File: src/rtl/tlhg_pkg.sv
package tlhg_pkg;

  localparam int TABLE_ENTRIES = 22;
  localparam int SEGMENTS      = TABLE_ENTRIES - 1;
  localparam int SAMPLE_BITS   = 10;
  localparam int SEG_BITS      = $clog2(SEGMENTS);
  localparam int DIFF_BITS     = SAMPLE_BITS + 1;
  localparam int DEG_BITS      = 10;
  localparam int CEL_BITS      = 8;
  localparam int FAHR_BITS     = 9;
  localparam int TEMP_BITS     = 9;
  localparam int DUTY_BITS     = 8;
  localparam int CFG_IDX_BITS  = 2;
  localparam int CFG_DATA_BITS = 9;

  // product of offset and slope stays within +/-2^15 for this table
  localparam int PROD_BITS   = 16;
  localparam int MAG_BITS    = PROD_BITS - 1;
  localparam int RECIP_BITS  = 19;
  localparam int RECIP_SHIFT = 22;
  localparam int QM_BITS     = MAG_BITS + RECIP_BITS;
  localparam int QUO_BITS    = QM_BITS - RECIP_SHIFT;
  localparam int CALC_BITS   = QUO_BITS + 2;

  localparam logic [CEL_BITS-1:0] CEL_MAX = 8'd255;

  // fahrenheit: floor(9c/5) as c * ceil(9 * 2^15 / 5) >> 15
  localparam int                   FMUL_BITS  = 16;
  localparam int                   FPROD_BITS = CEL_BITS + FMUL_BITS;
  localparam logic [FMUL_BITS-1:0] F_MUL      = 16'd58983;
  localparam int                   F_SHIFT    = 15;
  localparam logic [FAHR_BITS-1:0] F_OFFSET   = 9'd32;

  localparam logic [CFG_IDX_BITS-1:0] REG_TARGET_TEMP  = 2'd0;
  localparam logic [CFG_IDX_BITS-1:0] REG_MOTOR_SPEED  = 2'd1;
  localparam logic [CFG_IDX_BITS-1:0] REG_HEATER_POWER = 2'd2;

  localparam logic [SAMPLE_BITS-1:0] BP_ADC [TABLE_ENTRIES] = '{
    10'd1,   10'd60,  10'd70,  10'd80,  10'd90,  10'd100, 10'd110, 10'd120,
    10'd130, 10'd140, 10'd150, 10'd160, 10'd170, 10'd180, 10'd190, 10'd200,
    10'd210, 10'd220, 10'd230, 10'd240, 10'd250, 10'd300
  };

  localparam logic [DEG_BITS-1:0] BP_DEG [TABLE_ENTRIES] = '{
    10'd608, 10'd176, 10'd166, 10'd157, 10'd150, 10'd143, 10'd137, 10'd131,
    10'd125, 10'd120, 10'd115, 10'd110, 10'd105, 10'd100, 10'd95,  10'd91,
    10'd86,  10'd81,  10'd75,  10'd70,  10'd64,  10'd4
  };

  // degree step across each segment
  localparam logic signed [DEG_BITS-1:0] SEG_SLOPE [SEGMENTS] = '{
    -10'sd432, -10'sd10, -10'sd9, -10'sd7, -10'sd7, -10'sd6, -10'sd6,
    -10'sd6,   -10'sd5,  -10'sd5, -10'sd5, -10'sd5, -10'sd5, -10'sd5,
    -10'sd4,   -10'sd5,  -10'sd5, -10'sd6, -10'sd5, -10'sd6, -10'sd60
  };

  // ceil(2^22 / span) per segment, exact quotient for the magnitudes seen here
  localparam logic [RECIP_BITS-1:0] SEG_RECIP [SEGMENTS] = '{
    19'd71090,
    19'd419431, 19'd419431, 19'd419431, 19'd419431, 19'd419431,
    19'd419431, 19'd419431, 19'd419431, 19'd419431, 19'd419431,
    19'd419431, 19'd419431, 19'd419431, 19'd419431, 19'd419431,
    19'd419431, 19'd419431, 19'd419431, 19'd419431,
    19'd83887
  };

  typedef struct packed {
    logic                        beyond;
    logic [SEG_BITS-1:0]         seg;
    logic signed [DIFF_BITS-1:0] diff;
  } seg_t;

endpackage

File: src/rtl/tlhg_seg.sv
module tlhg_seg import tlhg_pkg::*; (
  input  logic                   clk_i,
  input  logic                   rst_ni,
  input  logic                   en_i,
  input  logic                   valid_i,
  input  logic [SAMPLE_BITS-1:0] sample_i,
  output logic                   valid_o,
  output seg_t                   seg_o
);

  logic                valid_q;
  seg_t                seg_d, seg_q;
  logic [SEG_BITS-1:0] idx;
  logic                none;

  // first breakpoint above the sample, searched from the top so the lowest wins
  always_comb begin
    idx  = '0;
    none = 1'b1;
    for (int k = TABLE_ENTRIES - 1; k >= 1; k--) begin
      if (BP_ADC[k] > sample_i) begin
        idx  = SEG_BITS'(k - 1);
        none = 1'b0;
      end
    end
  end

  always_comb begin
    seg_d.beyond = none;
    seg_d.seg    = idx;
    seg_d.diff   = $signed({1'b0, sample_i}) - $signed({1'b0, BP_ADC[idx]});
  end

  always_ff @(posedge clk_i or negedge rst_ni) begin
    if (!rst_ni) begin
      valid_q <= 1'b0;
    end else if (en_i) begin
      valid_q <= valid_i;
    end
  end

  always_ff @(posedge clk_i) begin
    if (en_i) begin
      seg_q <= seg_d;
    end
  end

  assign valid_o = valid_q;
  assign seg_o   = seg_q;

endmodule

File: src/rtl/tlhg_interp.sv
module tlhg_interp import tlhg_pkg::*; (
  input  logic                clk_i,
  input  logic                rst_ni,
  input  logic                en_i,
  input  logic                valid_i,
  input  seg_t                seg_i,
  output logic                valid_o,
  output logic [CEL_BITS-1:0] celsius_o
);

  // stage 2: offset times slope
  logic                        v2_q;
  logic signed [PROD_BITS-1:0] prod_d, prod_q;
  logic [SEG_BITS-1:0]         seg2_q;
  logic                        bey2_q;

  // stage 3: magnitude times reciprocal of span
  logic                v3_q;
  logic [MAG_BITS-1:0] mag;
  logic [QM_BITS-1:0]  qm_d, qm_q;
  logic                neg_q;
  logic [SEG_BITS-1:0] seg3_q;
  logic                bey3_q;

  // stage 4: add to base degree and clamp
  logic                        v4_q;
  logic [QUO_BITS-1:0]         quo;
  logic signed [CALC_BITS-1:0] base, sum;
  logic [CEL_BITS-1:0]         cel_d, cel_q;

  assign prod_d = PROD_BITS'(seg_i.diff) * PROD_BITS'(SEG_SLOPE[seg_i.seg]);

  assign mag  = prod_q[PROD_BITS-1] ? MAG_BITS'(-prod_q) : MAG_BITS'(prod_q);
  assign qm_d = QM_BITS'(mag) * QM_BITS'(SEG_RECIP[seg2_q]);

  // negative quotient truncates toward zero, so subtract the magnitude quotient
  assign quo  = qm_q[QM_BITS-1:RECIP_SHIFT];
  assign base = $signed(CALC_BITS'(BP_DEG[seg3_q]));
  assign sum  = neg_q ? base - $signed(CALC_BITS'(quo)) : base + $signed(CALC_BITS'(quo));

  always_comb begin
    if (bey3_q || sum < 0) begin
      cel_d = '0;
    end else if (sum > $signed(CALC_BITS'(CEL_MAX))) begin
      cel_d = CEL_MAX;
    end else begin
      cel_d = sum[CEL_BITS-1:0];
    end
  end

  always_ff @(posedge clk_i or negedge rst_ni) begin
    if (!rst_ni) begin
      v2_q <= 1'b0;
      v3_q <= 1'b0;
      v4_q <= 1'b0;
    end else if (en_i) begin
      v2_q <= valid_i;
      v3_q <= v2_q;
      v4_q <= v3_q;
    end
  end

  always_ff @(posedge clk_i) begin
    if (en_i) begin
      prod_q <= prod_d;
      seg2_q <= seg_i.seg;
      bey2_q <= seg_i.beyond;
      qm_q   <= qm_d;
      neg_q  <= prod_q[PROD_BITS-1];
      seg3_q <= seg2_q;
      bey3_q <= bey2_q;
      cel_q  <= cel_d;
    end
  end

  assign valid_o   = v4_q;
  assign celsius_o = cel_q;

endmodule

File: src/rtl/tlhg_gate.sv
module tlhg_gate import tlhg_pkg::*; (
  input  logic                 clk_i,
  input  logic                 rst_ni,
  input  logic                 en_i,
  input  logic                 valid_i,
  input  logic [CEL_BITS-1:0]  celsius_i,
  input  logic [TEMP_BITS-1:0] target_temp_i,
  input  logic [DUTY_BITS-1:0] motor_speed_i,
  input  logic [DUTY_BITS-1:0] heater_power_i,
  output logic                 valid_o,
  output logic [CEL_BITS-1:0]  celsius_o,
  output logic [FAHR_BITS-1:0] fahrenheit_o,
  output logic [DUTY_BITS-1:0] motor_drive_o,
  output logic [DUTY_BITS-1:0] heater_drive_o,
  output logic                 below_target_o
);

  logic                  valid_q;
  logic [FPROD_BITS-1:0] fprod;
  logic [FAHR_BITS-1:0]  fahr_d, fahr_q;
  logic                  below_d, below_q;
  logic [DUTY_BITS-1:0]  motor_d, motor_q, heater_d, heater_q;
  logic [CEL_BITS-1:0]   cel_q;

  assign fprod    = FPROD_BITS'(celsius_i) * FPROD_BITS'(F_MUL);
  assign fahr_d   = FAHR_BITS'(fprod >> F_SHIFT) + F_OFFSET;
  assign below_d  = TEMP_BITS'(celsius_i) < target_temp_i;
  assign motor_d  = below_d ? '0 : motor_speed_i;
  assign heater_d = below_d ? heater_power_i : '0;

  always_ff @(posedge clk_i or negedge rst_ni) begin
    if (!rst_ni) begin
      valid_q <= 1'b0;
    end else if (en_i) begin
      valid_q <= valid_i;
    end
  end

  always_ff @(posedge clk_i) begin
    if (en_i) begin
      cel_q    <= celsius_i;
      fahr_q   <= fahr_d;
      below_q  <= below_d;
      motor_q  <= motor_d;
      heater_q <= heater_d;
    end
  end

  assign valid_o        = valid_q;
  assign celsius_o      = cel_q;
  assign fahrenheit_o   = fahr_q;
  assign motor_drive_o  = motor_q;
  assign heater_drive_o = heater_q;
  assign below_target_o = below_q;

endmodule

File: src/rtl/thermistor_lookup_heater_gate.sv
// thermistor sample to temperature, with a bang-bang heater/motor gate
//
// input channel: raw_sample_i with in_valid_i / in_ready_o; output channel: celsius,
// fahrenheit, motor/heater duty and below_target flag with out_valid_o / out_ready_i.
// a transaction on either channel completes on a clock edge with valid and ready high.
// configuration: cfg_we_i writes cfg_data_i into register cfg_idx_i (0 target_temp,
// 1 motor_speed, 2 heater_power); other indexes are ignored. write only while idle.
//
// five register stages: segment search, offset times slope, times reciprocal of the
// segment span, add and clamp, fahrenheit and gating into the output register. throughput
// is one sample per cycle while the receiver does not stall; every stage takes a new
// item each cycle unless the pipeline is held by a stall.
// when the receiver stalls with a result waiting, the whole pipeline holds and
// in_ready_o drops; nothing is lost or repeated. reset empties the pipeline and clears
// the three registers to zero.
module thermistor_lookup_heater_gate import tlhg_pkg::*; (
  input  logic                     clk_i,
  input  logic                     rst_ni,
  input  logic                     cfg_we_i,
  input  logic [CFG_IDX_BITS-1:0]  cfg_idx_i,
  input  logic [CFG_DATA_BITS-1:0] cfg_data_i,
  input  logic                     in_valid_i,
  output logic                     in_ready_o,
  input  logic [SAMPLE_BITS-1:0]   raw_sample_i,
  output logic                     out_valid_o,
  input  logic                     out_ready_i,
  output logic [CEL_BITS-1:0]      celsius_o,
  output logic [FAHR_BITS-1:0]     fahrenheit_o,
  output logic [DUTY_BITS-1:0]     motor_drive_o,
  output logic [DUTY_BITS-1:0]     heater_drive_o,
  output logic                     below_target_o
);

  logic [TEMP_BITS-1:0] target_temp_q;
  logic [DUTY_BITS-1:0] motor_speed_q, heater_power_q;
  logic                 en;
  logic                 s1_valid, s4_valid;
  seg_t                 s1_seg;
  logic [CEL_BITS-1:0]  s4_cel;

  assign en         = !out_valid_o || out_ready_i;
  assign in_ready_o = en;

  always_ff @(posedge clk_i or negedge rst_ni) begin
    if (!rst_ni) begin
      target_temp_q  <= '0;
      motor_speed_q  <= '0;
      heater_power_q <= '0;
    end else if (cfg_we_i) begin
      unique case (cfg_idx_i)
        REG_TARGET_TEMP:  target_temp_q  <= cfg_data_i[TEMP_BITS-1:0];
        REG_MOTOR_SPEED:  motor_speed_q  <= cfg_data_i[DUTY_BITS-1:0];
        REG_HEATER_POWER: heater_power_q <= cfg_data_i[DUTY_BITS-1:0];
        default: ;
      endcase
    end
  end

  tlhg_seg u_seg (
    .clk_i    (clk_i),
    .rst_ni   (rst_ni),
    .en_i     (en),
    .valid_i  (in_valid_i),
    .sample_i (raw_sample_i),
    .valid_o  (s1_valid),
    .seg_o    (s1_seg)
  );

  tlhg_interp u_interp (
    .clk_i     (clk_i),
    .rst_ni    (rst_ni),
    .en_i      (en),
    .valid_i   (s1_valid),
    .seg_i     (s1_seg),
    .valid_o   (s4_valid),
    .celsius_o (s4_cel)
  );

  tlhg_gate u_gate (
    .clk_i          (clk_i),
    .rst_ni         (rst_ni),
    .en_i           (en),
    .valid_i        (s4_valid),
    .celsius_i      (s4_cel),
    .target_temp_i  (target_temp_q),
    .motor_speed_i  (motor_speed_q),
    .heater_power_i (heater_power_q),
    .valid_o        (out_valid_o),
    .celsius_o      (celsius_o),
    .fahrenheit_o   (fahrenheit_o),
    .motor_drive_o  (motor_drive_o),
    .heater_drive_o (heater_drive_o),
    .below_target_o (below_target_o)
  );

endmodule

File: config.mk
export PLATFORM = sky130hd
export DESIGN_NAME = thermistor_lookup_heater_gate
export DESIGN_NICKNAME = d
export VERILOG_FILES = /design/src/rtl/tlhg_pkg.sv /design/src/rtl/tlhg_seg.sv /design/src/rtl/tlhg_interp.sv /design/src/rtl/tlhg_gate.sv /design/src/rtl/thermistor_lookup_heater_gate.sv
export SDC_FILE = /design/constraint.sdc
export NUM_CORES = 1
export LEC_CHECK = 0
export ABC_AREA = 1
export BUFFER_PORTS_ARGS = -buffer_cell sky130_fd_sc_hd__buf_2
export CELL_PAD_IN_SITES_DETAIL_PLACEMENT = 0
export CELL_PAD_IN_SITES_GLOBAL_PLACEMENT = 1
export CORE_ASPECT_RATIO = 0.7
export CORE_MARGIN = 2
export CORE_UTILIZATION = 45
export CTS_BUF_LIST = sky130_fd_sc_hd__clkbuf_4 sky130_fd_sc_hd__clkbuf_8 sky130_fd_sc_hd__clkbuf_16
export DETAILED_ROUTE_END_ITERATION = 6
export GPL_TIMING_DRIVEN = 1
export HOLD_SLACK_MARGIN = 0.1
export MAX_ROUTING_LAYER = met4
export PLACE_DENSITY_LB_ADDON = 0.25
export SYNTH_ARGS = -nofsm -noshare
export SYNTH_HDL_FRONTEND = slang
export SYNTH_HIERARCHICAL = 1
export SYNTH_SLANG_ARGS = --single-unit
File: constraint.sdc
create_clock -name clk_i -period 6.9 [get_ports clk_i]
set_input_delay 1.38 -clock clk_i [delete_from_list [all_inputs] [get_ports clk_i]]
set_output_delay 1.38 -clock clk_i [all_outputs]
set_load 0.05 [all_outputs]
Word-level counts from Yosys, hierarchy flattened
Memory sizes are Yosys's and may differ from the RTL's.
Index checks and enable logic that the tools add are counted.
Storage, ports and cells
  word-level logic and storage cells: 111
  input bits: 26
  memories: 4
  bits in registers: 152
  bits in read-only memories: 1568
  output and inout port bits: 36
Cells by class
  $mul: 3
  bitwise gates (word level): 4
  add/sub/neg operators: 5
  reductions and logical operators: 8
  multiplexer cells: 33
  magnitude comparators: 28
  eq/ne operators: 2
Memory list
  (no name shown): words 32, width 19, read ports 1, clocked after Yosys merged registers in 0, write ports 0, line tlhg_interp.sv:34  | assign qm_d = QM_BITS'(mag) * QM_BITS'(SEG_RECIP[seg2_q]);
  (no name shown): words 32, width 10, read ports 1, clocked after Yosys merged registers in 0, write ports 0, line tlhg_interp.sv:38  | assign base = $signed(CALC_BITS'(BP_DEG[seg3_q]));
  (no name shown): words 32, width 10, read ports 1, clocked after Yosys merged registers in 0, write ports 0, line tlhg_seg.sv:31  | seg_d.diff = $signed({1'b0, sample_i}) - $signed({1'b0, BP_ADC[idx]});
  (no name shown): words 32, width 10, read ports 1, clocked after Yosys merged registers in 0, write ports 0, line tlhg_interp.sv:31  | assign prod_d = PROD_BITS'(seg_i.diff) * PROD_BITS'(SEG_SLOPE[seg_i.seg]);
Operators by type and width (number)
  8-bit by 10-bit > comparator with 1-bit output (first input constant): 13
  5-bit two-way mux: 21
  7-bit by 10-bit > comparator with 1-bit output (first input constant): 6
  10-bit two-way mux: 6
  19-bit two-way mux: 2
  15-bit by 19-bit multiplier with 34-bit output: 1
  6-bit greater-or-equal comparator (second input constant): 4
  8-bit by 16-bit multiplier with 24-bit output (second input constant): 1
  5-bit inverter with 6-bit output: 4
  20-bit OR reduction: 1
  11-bit by 10-bit multiplier with 16-bit output: 1
  15-bit two-way mux: 1
  15-bit negation: 1
  14-bit by 9-bit > comparator with 1-bit output (second input constant): 1
  14-bit by 1-bit < comparator with 1-bit output (second input constant): 1
  14-bit two-way mux: 1
  10-bit by 12-bit adder with 13-bit output: 1
  10-bit by 12-bit subtractor with 13-bit output: 1
  10-bit by 10-bit subtractor with 11-bit output: 1
  6-bit by 10-bit > comparator with 1-bit output (first input constant): 1
  9-bit by 10-bit > comparator with 1-bit output (first input constant): 1
  9-bit by 6-bit adder with 9-bit output (second input constant): 1
  8-bit by 9-bit < comparator with 1-bit output: 1
  8-bit two-way mux: 1
  7 further kinds: 10

Depth between registers and ports, before layout
  word-level depth: 27
  gate-level depth with buffers: 44
  depth with buffers taken out: 44

By module
The synthesis kept the hierarchy.
By module, submodules not included
  tlhg_interp: seq. area each 1546.5 um^2, instances 1, cells an instance 1795, area each 14776.7 um^2
  tlhg_gate: seq. area each 1046.0 um^2, instances 1, cells an instance 452, area each 3781.1 um^2
  tlhg_seg: seq. area each 535.5 um^2, instances 1, cells an instance 258, area each 1830.5 um^2
  thermistor_lookup_heater_gate: seq. area each 625.6 um^2, instances 1, cells an instance 113, area each 1073.5 um^2

Least setup slack after synthesis
No wires, ideal clock.
  kind: register -> register
  start point: register u_interp.prod_q[0]
  end point: register u_interp.qm_q[32], data pin
  arrival: 6383 ps
  period minus slack after synthesis: 6641 ps
  stages on the path, launching flop included: 30
  required time: 6642 ps
  setup time: 258 ps
  buffers on the path: 0
  setup slack: 259 ps
  path through: edfxtp_1 > inv_2 > ha_1 > nand3_4 > nor3_4 > nand2_2 > o21ai_0 > xor2_1 > inv_1 > nand2_1 > inv_1 > fa_1 > inv_1 > fa_1 > inv_1 > fa_1 > fa_1 > fa_1 > inv_1 > fa_1 > inv_1 > ha_1 > a21oi_1 > o21ai_0 > o21bai_1 > a21oi_1 > nand2_1 > nand2_1 > nand2_1 > xor2_1
Between the ends
  longest elaborated chain between the ends: 3
Ends and longest elaborated chain
  start: declaration: line tlhg_interp.sv:13  | logic signed [PROD_BITS-1:0] prod_d, prod_q;
  start signal: assignment: line tlhg_interp.sv:65  | prod_q <= prod_d;
  15-bit negation: line tlhg_interp.sv:33  | assign mag = prod_q[PROD_BITS-1] ? MAG_BITS'(-prod_q) : MAG_BITS'(prod_q);
  15-bit two-way mux *: line tlhg_interp.sv:33
  15-bit by 19-bit multiplier with 34-bit output *: line tlhg_interp.sv:34
  named net u_interp.qm_d[32]: line tlhg_interp.sv:20  | logic [QM_BITS-1:0] qm_d, qm_q;
  end signal: assignment: line tlhg_interp.sv:68  | qm_q <= qm_d;
  end: declaration: line tlhg_interp.sv:20
Mark *: on every way through the listed nets, which the timed path passes. The rest lies on a longest branch.
A chain may end at the register's enable or synchronous reset.

Worst setup path after layout
  start point: register u_interp.prod_q[0]
  end point: register u_interp.qm_q[25], data pin
Same word-level chain as after synthesis.

==> metrics.md <==
| Metric | Value |
|---|---|
| Outcome | `complete, no violations` |
| Most common cell in the netlist | `inv_1` |
| CTS max path bufs | `2` |
| TritonCTS buffer count | `17` |
| DP Area | `0.0229 mm²` |
| Drt first-iter violations | `about 1300` |
| Layout cells sized above 1 | `0.121` |
| Sequential fraction of the synthesis area | `0.175` |
| WP data required | `around 7100 ps` |
| Slew HR | `0.459` |
| Synth top area share | `0.262` |
| Final GP Congestion | `approximately 0.96` |
| Pins Over Slew Limit | `0` |
| Setup WS pre-CTS | `around 27 ps` |
| Avg Inst Size Synth | `around 8 µm²` |
| Fin crit period | `6650 ps` |
| Fin area | `0.0241 mm²` |
| # fillers | `~4500` |
| Slew @ Worst Pin | `around 800 ps` |
| Routed WL | `around 59000 µm` |
| Multi-input gate area | `0.0155 mm²` |
| Hold crit path type | `reg -> reg` |
| # diodes | `0` |
| Synth async-reset ratio | `0.231` |
| Nets | `3341` |
| Max Cap Violations | `0` |
| Total Routing Usage GR | `0.254` |
| Chip width | `265 µm` |
| Startpoint Class | `register` |
| Latest clock arrival within the worst-skew pair | `440 ps` |
| Max Freq | `approximately 0.15 GHz` |
| Die Area | `between 0.04 and 0.05 mm²` |
| Top FF cell, synth | `edfxtp_1` |
| Setup TNS | `0 ps` |
| GRT Residual Overflow | `0` |
| Root Buffer | `clkbuf_16` |
| RSZ-0062 raised after global routing | `true` |
| Period utilisation layout | `0.963` |
| Rows | `66` |
| Final Non-Filler Cells | `approximately 3400` |
| CORE AREA | `around 0.047 mm²` |
| Post-DP HPWL | `about 50000 µm` |
| Vias | `roughly 17000` |
| Initial DRT Pass Iterations | `5` |
| H-tree depth | `4` |
| Number of synthesized register bits | `130` |
| First-pass GRT wire length | `94500 µm` |
| Crit path DAT | `just under 7000 ps` |
| Ys Warns | `6` |
| Top post-synthesis cells by count | `inv_1, nand2_1, ha_1, fa_1, nor2_1` |
| Vias in the first global route | `approximately 17000` |
| Setup CP Type | `reg -> reg` |
| Hold Vio Cnt, Final | `0` |
| Port-buffer cells | `between 60 and 70` |
| Die Y | `roughly 190 µm` |
| Critical Path Most Common Cell | `fa_1` |
| Vias per cell | `between 5 and 6` |
| Syn Inst Count | `around 2600` |
| Area growth syn-to-layout | `12.2%` |
| CTS tree | `yes` |
| Register Area | `between 0.003 and 0.004 mm²` |
| Placed Cells | `between 3000 and 4000` |
| Clock Skews | `about 16 ps` |
| Post-synthesis cell area | `0.0215 mm²` |
| DR DRC count | `0` |
| Clock transition at path regs | `roughly 70 ps` |
| Boundary Pins | `62` |
| Maximum number of pins on one net before global-route repair | `55` |
| Final Setup Violations | `0` |
| Final antenna-violating net count | `0` |
| Top cell type by total area after synthesis | `fa_1` |
| CP max stage delay | `around 570 ps` |
| Initial Utilization | `0.459` |
| Clock sink count | `between 100 and 150` |
| Critical-path top delay cell | `fa_2` |
| Crit-path max FO | `5` |
| Post-Syn Nets | `3207` |
| Drt wl/cell | `~18 µm` |
| Post-synth cell types | `59` |
| Area contributors post-synth | `fa_1, ha_1, edfxtp_1` |
| Post-synth EDFFs | `100` |
| Antenna violations before repair | `1` |
| Setup crit end kind | `register` |
| Final worst slack | `253 ps` |
-- cells in the final DEF (no fill, tap or decap), types with 4 or more instances in the layout --
| cell | n |
|---|---|
| a31oi_1 | 6 |
| xor2_1 | 43 |
| nand2_1 | 478 |
| xnor2_1 | 19 |
| buf_4 | 72 |
| a21oi_2 | 12 |
| inv_1 | 667 |
| a21o_1 | 7 |
| nand2_2 | 32 |
| fa_2 | 12 |
| fa_1 | 269 |
| nand4_1 | 32 |
| o21ai_0 | 61 |
| ha_1 | 264 |
| nor4_1 | 5 |
| inv_6 | 6 |
| clkinv_1 | 4 |
| nor2_2 | 10 |
| edfxtp_1 | 100 |
| dfrtp_1 | 30 |
| nand3_2 | 9 |
| ha_4 | 15 |
| a21oi_1 | 95 |
| clkbuf_16 | 17 |
| inv_2 | 25 |
| nor2_1 | 211 |
| nand3_1 | 80 |
| or2_2 | 6 |
| nor3_4 | 4 |
| inv_8 | 4 |
| o21ai_4 | 4 |
| nor3_1 | 10 |
| buf_2 | 61 |
| nand2_4 | 4 |
| o21bai_1 | 9 |
| o21ai_1 | 7 |
| o21a_1 | 5 |
| o211ai_1 | 9 |
| nor2_4 | 9 |
| o21ai_2 | 5 |
-- stage by stage --
step | hold WS [ps] | utilization
floorplan | 400 | -
global placement | 404 | 0.490
detailed placement | 408 | 0.490
CTS | 429 | 0.503
global route | 448 | 0.515
finish | 427 | 0.515
-- state kept, by name, indices dropped and copies added, names as in the netlist --
register,flops
u_interp/valid_o,1
u_interp/bey2_q,1
u_gate/below_target_o,1
u_interp/prod_q,16
u_interp/neg_q,1
u_gate/motor_drive_o,8
motor_speed_q,8
u_interp/celsius_o,8
u_interp/v2_q,1
u_gate/celsius_o,8
heater_power_q,8
u_interp/seg3_q,5
u_gate/valid_o,1
u_seg/seg_o,17
u_gate/fahrenheit_o,9
target_temp_q,9
u_gate/heater_drive_o,8
u_interp/bey3_q,1
u_interp/seg2_q,5
u_interp/qm_q,12
u_interp/v3_q,1
u_seg/valid_o,1
-- critical path: cells and delay by family, from the launching register on --
| kind | cells | cell delay [ps] |
|---|---|---|
| fa+ha+maj | 8 | 3230 |
| simple gates | 8 | 1020 |
| xor+xnor | 2 | 310 |
| buf+inv | 8 | 770 |
| flops | 1 | 410 |
| compound gates | 4 | 640 |
-- metal layers --
| layer | global-route usage | part of all wire | wire, µm | up-vias |
|---|---|---|---|---|
| met3 | 0.0746 | 0.090 | 5300 | 37 |
| met1 | 0.390 | 0.51 | 30200 | 8180 |
| li1 | - | - | - | 8284 |
| met4 | 0.0298 | 0.0071 | 422 | 0 |
| met2 | 0.334 | 0.39 | 23200 | 533 |
| met5 | - | 0 | 0 | - |
-- worst paths after layout --
path	startpoint	to	slack, ps	depth (start not counted)
worst max-delay path	u_interp/prod_q[0]	u_interp/qm_q[25]	250	30
worst min-delay path	u_interp/bey2_q	u_interp/bey3_q	430	0
worst max register to register	u_interp/prod_q[0]	u_interp/qm_q[25]	250	30
worst min register to register	u_interp/bey2_q	u_interp/bey3_q	430	0
max in group asynchronous	rst_ni	target_temp_q[7]	5470	1
min in group asynchronous	rst_ni	heater_power_q[3]	970	1
-- cells by family (layout without fill, tap and decap cells) --
group / Yosys count / after routing / synth area share
fa+ha+maj: 563 / 563 / 0.427
buf+inv: 717 / 864 / 0.127
flops: 130 / 130 / 0.175
xor+xnor: 65 / 65 / 0.0274
simple gates: 904 / 904 / 0.179
other cells: 1 / 1 / 0.000175
compound gates: 235 / 235 / 0.0634
mux: 3 / 3 / 0.00157
-- what timing repair did --
| item | CTS | global route |
|---|---|---|
| pin swaps | 0 | 56 |
| setup buffers | 0 | 10 |
| hold buffers | 0 | 0 |
| resized for setup | 2 | 117 |
| endpoints found under the setup margin | 2 | 12 |
| hold endpoints to repair | 0 | 0 |
-- cell type report --
type / count / share of cell area
clock buffer: 17 / 0.0177
clock inverter: 15 / 0.00774
inverter: 697 / 0.109
multi-input combinational: 1771 / 0.642
sequential: 130 / 0.156
tap: 612 / 0.0318
timing repair buffer: 135 / 0.0364
Power is left out: the tool's default activity adds up to more than one toggle a clock period on the data nets, which glitch-free logic cannot reach.
